`config.mk`:
```
export PLATFORM = sky130hd
export DESIGN_NAME = integer_stack_arith_unit_top
export DESIGN_NICKNAME = d
export VERILOG_FILES = /design/src/isau_pkg.sv /design/src/isau_ram.sv /design/src/isau_div.sv /design/src/integer_stack_arith_unit_top.sv
export SDC_FILE = /design/constraint.sdc
export NUM_CORES = 2
export LEC_CHECK = 0
export BUFFER_PORTS_ARGS = -buffer_cell sky130_fd_sc_hd__buf_2
export CAP_MARGIN = 25
export CORE_ASPECT_RATIO = 2
export CORE_MARGIN = 2
export CORE_UTILIZATION = 55
export DETAILED_ROUTE_END_ITERATION = 12
export PLACE_DENSITY = 0.71
export SLEW_MARGIN = 20
export SYNTH_ARGS = -nofsm -noshare
export SYNTH_HDL_FRONTEND = slang
export SYNTH_SLANG_ARGS = --single-unit
```
`constraint.sdc`:
```
create_clock -name clk -period 10.15 [get_ports clk]
set_input_delay 0.5075 -clock clk [delete_from_list [all_inputs] [get_ports clk]]
set_output_delay 0.5075 -clock clk [all_outputs]
set_load 0.1 [all_outputs]
```
`src/isau_pkg.sv`:
```
// shared constants and codes for the integer stack arithmetic unit
`default_nettype none
package isau_pkg;

  localparam int STACK_DEPTH = 64;
  localparam int DATA_W      = 32;
  localparam int DEPTH_W     = $clog2(STACK_DEPTH + 1);
  localparam int ADDR_W      = $clog2(STACK_DEPTH);
  localparam int COUNT_W     = 7;
  localparam int OP_W        = 2;
  localparam int STATUS_W    = 2;
  localparam int IN_TDATA_W  = ((OP_W + DATA_W + 7) / 8) * 8;
  localparam int OUT_TDATA_W = ((DATA_W + COUNT_W + STATUS_W + 7) / 8) * 8;

  typedef enum logic [OP_W-1:0] {
    OP_PUSH = 2'd0,
    OP_ADD  = 2'd1,
    OP_MUL  = 2'd2,
    OP_MOD  = 2'd3
  } op_t;

  typedef enum logic [STATUS_W-1:0] {
    ST_OK      = 2'd0,
    ST_SHORT   = 2'd1,
    ST_DIVZERO = 2'd2,
    ST_FULL    = 2'd3
  } status_t;

  // handshake between sequencer and divider
  typedef struct packed {
    logic start;
  } div_req_t;

  typedef struct packed {
    logic             done;
    logic [DATA_W-1:0] rem;
  } div_rsp_t;

endpackage
`default_nettype wire

```
`src/isau_ram.sv`:
```
// generic single-port-write, single-port-read ram with registered read data
`default_nettype none
module isau_ram #(
  parameter int WIDTH = 32,
  parameter int DEPTH = 64
) (
  input  wire logic                     clk,
  input  wire logic                     wr_en,
  input  wire logic [$clog2(DEPTH)-1:0] wr_addr,
  input  wire logic [WIDTH-1:0]         wr_data,
  input  wire logic [$clog2(DEPTH)-1:0] rd_addr,
  output logic      [WIDTH-1:0]         rd_data
);

  logic [WIDTH-1:0] mem [DEPTH];

  always_ff @(posedge clk) begin
    if (wr_en) begin
      mem[wr_addr] <= wr_data;
    end
    rd_data <= mem[rd_addr];
  end

endmodule
`default_nettype wire

```
`src/isau_div.sv`:
```
// iterative signed remainder unit, one quotient bit per cycle
`default_nettype none
module isau_div (
  input  wire logic                     clk,
  input  wire logic                     rst,
  input  wire isau_pkg::div_req_t       req,
  input  wire logic [isau_pkg::DATA_W-1:0] dividend,
  input  wire logic [isau_pkg::DATA_W-1:0] divisor,
  output isau_pkg::div_rsp_t            rsp
);
  import isau_pkg::*;

  localparam int CNT_W = $clog2(DATA_W);

  typedef enum logic [1:0] {
    S_IDLE,
    S_RUN,
    S_FIX
  } state_t;

  state_t            state;
  logic [CNT_W-1:0]  cnt;
  logic [DATA_W-1:0] rem;
  logic [DATA_W-1:0] dvd;
  logic [DATA_W-1:0] dsr;
  logic              neg;

  logic [DATA_W:0]   partial;
  logic [DATA_W:0]   diff;
  logic [DATA_W-1:0] rem_next;

  always_comb begin
    partial  = {rem, dvd[DATA_W-1]};
    diff     = partial - {1'b0, dsr};
    rem_next = diff[DATA_W] ? partial[DATA_W-1:0] : diff[DATA_W-1:0];
  end

  always_ff @(posedge clk) begin
    if (rst) begin
      state    <= S_IDLE;
      rsp.done <= 1'b0;
    end else begin
      rsp.done <= (state == S_FIX);
      unique case (state)
        S_IDLE: begin
          if (req.start) begin
            // work on magnitudes, remainder takes the dividend's sign
            neg   <= dividend[DATA_W-1];
            dvd   <= dividend[DATA_W-1] ? (DATA_W'(0) - dividend) : dividend;
            dsr   <= divisor[DATA_W-1] ? (DATA_W'(0) - divisor) : divisor;
            rem   <= '0;
            cnt   <= '0;
            state <= S_RUN;
          end
        end
        S_RUN: begin
          rem <= rem_next;
          dvd <= {dvd[DATA_W-2:0], 1'b0};
          cnt <= cnt + CNT_W'(1);
          if (cnt == CNT_W'(DATA_W - 1)) begin
            state <= S_FIX;
          end
        end
        S_FIX: begin
          rsp.rem  <= neg ? (DATA_W'(0) - rem) : rem;
          state    <= S_IDLE;
        end
        default: state <= S_IDLE;
      endcase
    end
  end

endmodule
`default_nettype wire

```
`src/integer_stack_arith_unit_top.sv`:
```
// Integer stack calculator: each input transaction pushes a value or pops the top two
// entries and pushes their sum, product or remainder (second % top, truncating, sign of
// the dividend). Refused operations leave the stack unchanged and return a status code.
// The top of stack lives in a register and the entries below it in a ram, so an
// operation needs one ram read. A push or a refused short operation goes straight to the
// output state; add, multiply and modulo pass through the read and execute states, and a
// modulo by a nonzero top then also waits on the divider, one remainder bit per cycle.
// Every input transaction yields exactly one output transaction; the output is held in
// a register so the next input can be taken while a result waits, and a result stalls
// in place until the one before it has been taken.
`default_nettype none
module integer_stack_arith_unit_top (
  input  wire logic                                clk,
  input  wire logic                                rst,
  input  wire logic                                s_tvalid,
  output logic                                     s_tready,
  // [1:0] action, [33:2] push_value
  input  wire logic [isau_pkg::IN_TDATA_W-1:0]     s_tdata,
  output logic                                     m_tvalid,
  input  wire logic                                m_tready,
  // [31:0] top_value, [38:32] stack_count, [40:39] status
  output logic      [isau_pkg::OUT_TDATA_W-1:0]    m_tdata
);
  import isau_pkg::*;

  typedef enum logic [2:0] {
    S_IDLE,
    S_READ,
    S_EXEC,
    S_DIV,
    S_DONE
  } state_t;

  state_t             state;
  op_t                action;
  status_t            status;
  logic [DATA_W-1:0]  top_reg;
  logic [DEPTH_W-1:0] depth;

  logic               in_fire;
  op_t                in_action;
  logic [DATA_W-1:0]  in_value;
  logic [DEPTH_W-1:0] depth_m1;
  logic [DEPTH_W-1:0] depth_m2;
  logic [DEPTH_W+COUNT_W-1:0] depth_wide;
  logic               out_load;

  logic               wr_en;
  logic [DATA_W-1:0]  rd_data;
  div_req_t           div_req;
  div_rsp_t           div_rsp;

  assign s_tready  = (state == S_IDLE);
  assign in_fire   = s_tvalid && s_tready;
  assign in_action = op_t'(s_tdata[OP_W-1:0]);
  assign in_value  = s_tdata[OP_W+DATA_W-1:OP_W];
  assign depth_m1  = depth - DEPTH_W'(1);
  assign depth_m2  = depth - DEPTH_W'(2);
  assign depth_wide = {{COUNT_W{1'b0}}, depth};
  assign out_load  = (state == S_DONE) && (!m_tvalid || m_tready);

  // old top moves down into the ram on a push onto a stack that is neither empty nor full
  assign wr_en = in_fire && (in_action == OP_PUSH) &&
                 (depth != DEPTH_W'(STACK_DEPTH)) && (depth != '0);
  assign div_req.start = (state == S_EXEC) && (action == OP_MOD) && (top_reg != '0);

  isau_ram #(
    .WIDTH(DATA_W),
    .DEPTH(STACK_DEPTH)
  ) u_ram (
    .clk    (clk),
    .wr_en  (wr_en),
    .wr_addr(depth_m1[ADDR_W-1:0]),
    .wr_data(top_reg),
    .rd_addr(depth_m2[ADDR_W-1:0]),
    .rd_data(rd_data)
  );

  isau_div u_div (
    .clk     (clk),
    .rst     (rst),
    .req     (div_req),
    .dividend(rd_data),
    .divisor (top_reg),
    .rsp     (div_rsp)
  );

  always_ff @(posedge clk) begin
    if (rst) begin
      state    <= S_IDLE;
      depth    <= '0;
      m_tvalid <= 1'b0;
    end else begin
      if (out_load) begin
        m_tvalid <= 1'b1;
      end else if (m_tready) begin
        m_tvalid <= 1'b0;
      end
      unique case (state)
        S_IDLE: begin
          if (in_fire) begin
            action <= in_action;
            if (in_action == OP_PUSH) begin
              if (depth == DEPTH_W'(STACK_DEPTH)) begin
                status <= ST_FULL;
              end else begin
                status  <= ST_OK;
                top_reg <= in_value;
                depth   <= depth + DEPTH_W'(1);
              end
              state <= S_DONE;
            end else if (depth < DEPTH_W'(2)) begin
              status <= ST_SHORT;
              state  <= S_DONE;
            end else begin
              status <= ST_OK;
              state  <= S_READ;
            end
          end
        end
        S_READ: begin
          // ram read data for the second entry arrives next cycle
          state <= S_EXEC;
        end
        S_EXEC: begin
          unique case (action)
            OP_ADD: begin
              top_reg <= rd_data + top_reg;
              depth   <= depth_m1;
              state   <= S_DONE;
            end
            OP_MUL: begin
              top_reg <= DATA_W'(rd_data * top_reg);
              depth   <= depth_m1;
              state   <= S_DONE;
            end
            OP_MOD: begin
              if (top_reg == '0) begin
                status <= ST_DIVZERO;
                state  <= S_DONE;
              end else begin
                state <= S_DIV;
              end
            end
            default: state <= S_DONE;
          endcase
        end
        S_DIV: begin
          if (div_rsp.done) begin
            top_reg <= div_rsp.rem;
            depth   <= depth_m1;
            state   <= S_DONE;
          end
        end
        S_DONE: begin
          if (out_load) begin
            m_tdata  <= {{(OUT_TDATA_W - DATA_W - COUNT_W - STATUS_W){1'b0}},
                         status, depth_wide[COUNT_W-1:0],
                         (depth != '0) ? top_reg : DATA_W'(0)};
            state    <= S_IDLE;
          end
        end
        default: state <= S_IDLE;
      endcase
    end
  end

endmodule
`default_nettype wire
```
# == Yosys cells after proc, flatten, opt, wreduce, memory -nomap -nowiden ==
# Memories as Yosys holds them, arrays and structs flattened. A register that Yosys moved wholly into a read port is not among the register bits.
# Index checks and enable logic that the tools add are counted.
# word_totals
reg_bits,225
mem_bits_rw,2048
output_inout_bits,50
word_cells,127
n_memories,1
# mem_list
memory,depth,word_bits,rd,rd_clocked_by_memory_dff,wr,line,source
u_ram.mem,64,32,1,1,1,isau_ram.sv:15,logic [WIDTH-1:0] mem [DEPTH];
# classes
add_sub_neg,9
n_mul,1
order_cmp,1
eq_ne,23
mux,44
bitwise_logic,1
reduce_logical,30
# op_table
cell,n
32-bit two-way mux,9
32-bit case mux with 2 select lines,3
32-bit case mux with 3 select lines,1
1-bit by 32-bit subtractor with 32-bit output (first input constant),3
7-bit two-way mux,5
33-bit by 32-bit subtractor with 33-bit output,1
32-bit adder,1
32-bit zero test,1
32-bit by 32-bit multiplier with 32-bit output,1
32-bit nonzero test,1
31-bit two-way mux,1
3-bit two-way mux,7
7-bit case mux with 3 select lines,1
3-bit case mux with 5 select lines,1
3-bit AND reduction,5
2-bit two-way mux,7
2-bit by 1-bit != test with 1-bit output (second input constant),6
5-bit case mux with 2 select lines,1
2-bit != test (second input constant),4
2-bit case mux with 2 select lines,2
7-bit by 1-bit adder with 7-bit output (second input constant),1
7-bit == test (second input constant),1
1-bit logical AND,7
7-bit by 2-bit less-than comparator with 1-bit output (second input constant),1
other kinds (26),38

# == Longest topological paths before layout ==
# logic_depth
ltp_word,7
ltp_mapped,27
mapped_depth_nobuf,25

# == Modules after synthesis ==
# Synthesis repeated with hierarchy kept, for this count alone.
# unflattened
hier_cells,6603
area_unflattened_um2,109174.7
# modules_own_cells
mod,n_inst,cells_per_inst,area_each_um2,seq_area_each_um2
isau_ram,1,3324,78515.3,62139.6
integer_stack_arith_unit_top,1,2417,21839.7,2532.4
isau_div,1,862,8819.7,4083.9

# == Least setup slack after synthesis ==
# No wires, ideal clock.
# synth_timing
kind,flip-flop to flip-flop
from,register top_reg[0]
to,"register u_div.cnt[0], enable pin"
setup_ns,0.599
t_arrival_ns,7.864
slack_ns,1.687
stages_incl_launch_ff,11
cell_sequence,edfxtp_1 clkbuf_1 clkbuf_1 inv_1 ha_1 nand3_1 or3_1 or4_4 nor4_4 nand3b_2 a211oi_1
# synth_via
elab_chain_len,4
# synth_rtl
item,line,source
"start, declared",integer_stack_arith_unit_top.sv:37,logic [DATA_W-1:0] top_reg;
"start signal, assigned",integer_stack_arith_unit_top.sv:108,top_reg <= in_value;
"start signal, assigned",integer_stack_arith_unit_top.sv:128,top_reg <= rd_data + top_reg;
"start signal, assigned",integer_stack_arith_unit_top.sv:133,top_reg <= DATA_W'(rd_data * top_reg);
32-bit nonzero test,integer_stack_arith_unit_top.sv:65,assign div_req.start = (state == S_EXEC) && (action == OP_MOD) && (top_reg != '0);
1-bit logical AND,integer_stack_arith_unit_top.sv:65,
2-bit != test (no line),n/a,
3-bit AND reduction (no line),n/a,
"end signal, assigned",isau_div.sv:59,cnt <= cnt + CNT_W'(1);
"end, declared",isau_div.sv:22,logic [CNT_W-1:0] cnt;
# No other way between the ends.
# A chain may end at the register's enable or synchronous reset.

# == Worst setup path in the final report ==
# layout_timing
from,register top_reg[8]
to,register top_reg[31] (data pin)
# layout_via
elab_chain_len,3
# layout_rtl
item,line,source
32-bit by 32-bit multiplier with 32-bit output or 32-bit adder (tied branches),"integer_stack_arith_unit_top.sv:133, integer_stack_arith_unit_top.sv:128",
32-bit case mux with 2 select lines *,integer_stack_arith_unit_top.sv:126,unique case (action)
32-bit case mux with 3 select lines *,integer_stack_arith_unit_top.sv:99,unique case (state)
# Every way passes the cells marked *; elsewhere a longest branch is shown, timed or not.

==> metrics.cfg <==
[cts]
cts_tree = done
clock_latency_ps = 860
htree_levels = 4
cts_resized = 0
cts_made_buffers = 190
clk_pin_slew_ps = 80
clock_path_buffers = 4
cts_root_buffer = clkbuf_16
numClockSinks = 2305
cts_setup_buffers = 0
hold_buffers = 25

[final_layout]
nFillCells = 13970
top_register = u_ram.mem
drive_above_1_share_pct = 20.00
reg_top3 = u_ram.mem (2048), m_tdata (41), u_div.rsp (33)
largest_reg_flops = 2048
num-nets-final = 7084
areaGrowthSynthToFinish_pct = 10.24
multi_input_area_um2 = 37390
seq_area_um2 = 68760

[setup_path]
critPathSlowestCell = edfxtp_1
path_class = register to register
critPathMaxStageDelay_ps = 1130
worst_ep_arrival_time_ps = 9380
r2r_cells = 26
worst-path-buf-inv = 7
worstSetupEndpointType = register
r2r-start = top_reg[8]
r2r_end = top_reg[31]
cp-start-kind = register
crit_required_ps = 10750
path_common_cell = fa_1
cpLargestDelayFamily = adder cells
crit_fanout = 14
rrSetupSlack_ps = 1370

[die]
floorplan.initialDensity_pct = 55.28
die-area_um2 = 201000
core-area_um2 = 196300
die_height_um = 632.1
std_cell_rows = 230
ios = 94
die_w_um = 318.1

[synth]
synth_top_area_share_pct = 62.53
ys_ff_latch = 2305
syn_inst = 6266
syn-cell-area_um2 = 108500
yosys_warnings = 0
synth.distinct_cells = 70
yosys.area.top_type = edfxtp_1
ys_top_cells_by_area = edfxtp_1 63%, mux4_2 14%, fa_1 7.6%
synth_edf_count = 2259
synthTopCellsByCount = 2259 x edfxtp_1, 656 x mux4_2, 448 x inv_1, 410 x fa_1, 390 x nand2_1
yosysSeqAreaShare_pct = 63.38
synth_ff_type = edfxtp_1
avgSynthCellArea_um2 = 17.31
synthArstFlopShare_pct = 0
synth_most_common_cell = edfxtp_1

[global_routing]
grt_pass1_wl_um = 432800
grt_max_degree = 154
overflow = 0
grt_pass1_vias = 62470
grt_usage_pct = 30.37
antenna_found_initial = 12

[sta]
layout_worst_path_cycle_share_pct = 86.49
drv_slew = 0
tightest_slew_ps = 1243
finalClockSkew_ps = 75.50
slew_headroom_pct = 17.15
hold_viol_final = 0
rsz0062_at_grt = no
min_period_ps = 8779
setup-tns-final_ps = 0
hold_slack_ps = 42.88
setup_viol = 0
timing.fmax_mhz = 113.9

[routing]
route.detailed.drc = 0
viasPerCell = 6.488
ant_nets = 0
firstDrtPassIters = 6
drt-wirelength-per-cell_um = 33.03
drtIter0Drc = 6263
num_vias = 59240
routed_wl_um = 301600

[placement]
place_congestion = 0.9913
dp_hpwl_um = 187900
place.port_buffers = 80

[min_path]
hold_path_end = top_reg[30]
hp-start = s_tdata[32]
holdPathStages = 3
hold_class = input pin to register

[outcome]
status = finished clean

[flow_run]
maxCapViolCount = 0

-- cell usage in the layout (no fill, tap or decap), types with 43 or more instances in the layout --
master / netlist / routed
a21oi_1: 111 / 111
mux4_2: 656 / 656
nand2_1: 390 / 390
inv_1: 448 / 448
nor2_4: 0 / 65
buf_2: 12 / 80
buf_4: 7 / 185
and2_1: 348 / 348
nor2_1: 185 / 120
ha_1: 200 / 198
xor2_1: 72 / 70
xnor2_1: 158 / 154
fa_1: 410 / 410
dfxtp_1: 46 / 43
edfxtp_1: 2259 / 2259
o21ai_0: 148 / 148
clkbuf_16: 0 / 194
-- worst max-delay path by stage --
| stage | from | to | slack [ps] | cells after the start |
|---|---|---|---|---|
| after floorplan | top_reg[0] | u_div.cnt[0] | 1690 | 10 |
| after global placement | top_reg[5] | top_reg[31] | 1710 | 23 |
| after detailed placement | top_reg[7] | top_reg[31] | 1580 | 23 |
| after CTS | top_reg[8] | top_reg[31] | 1570 | 26 |
| after global routing | top_reg[5] | top_reg[31] | 1130 | 23 |
| final | top_reg[8] | top_reg[31] | 1370 | 26 |
-- metrics by stage --
step	cell area [µm²]	setup slack, ps	utilization, %	std cells
2_1_floorplan	108500	1687	-	6272
3_3_place_gp	112900	1712	57.54	8757
3_5_place_dp	113000	1576	57.55	8759
4_1_cts	119500	1568	60.87	9120
5_1_grt	119600	1125	60.93	9128
6_report	119600	1371	60.94	9130
-- tightest hold or removal path: stages --
cell,delay [ps]
buf_2,110
a21oi_1,70
o311ai_0,80
-- layout make-up --
class | count | share of cell area, %
flip-flops and latches | 2305 | 57.50
multi-input cells | 3180 | 31.26
clock buffers | 223 | 4.148
well taps | 2552 | 2.670
repair buffers | 304 | 1.921
inverters | 449 | 1.409
clock inverters | 113 | 1.087
diodes | 4 | 0.008369
-- cell families after synthesis --
| kind of cell | after synthesis | synth area share [%] |
|---|---|---|
| AO/OA/AOI/OAI | 502 | 2.913 |
| XOR/XNOR | 231 | 1.878 |
| adder cells (fa/ha/maj) | 610 | 9.872 |
| buffers and inverters | 787 | 2.761 |
| flip-flops | 2305 | 63.38 |
| multiplexers | 692 | 13.95 |
| other | 1 | 0.003457 |
| AND/OR/NAND/NOR | 1138 | 5.243 |
-- routing by layer --
metal	track usage, %	wire [µm]
met5	0	70
met4	21.89	26100
met3	4.490	20620
met2	54.97	161500
met1	32.30	93290
Power is not shown: default switching activity piles up to over one toggle a cycle in this logic, so the estimate is an artifact.
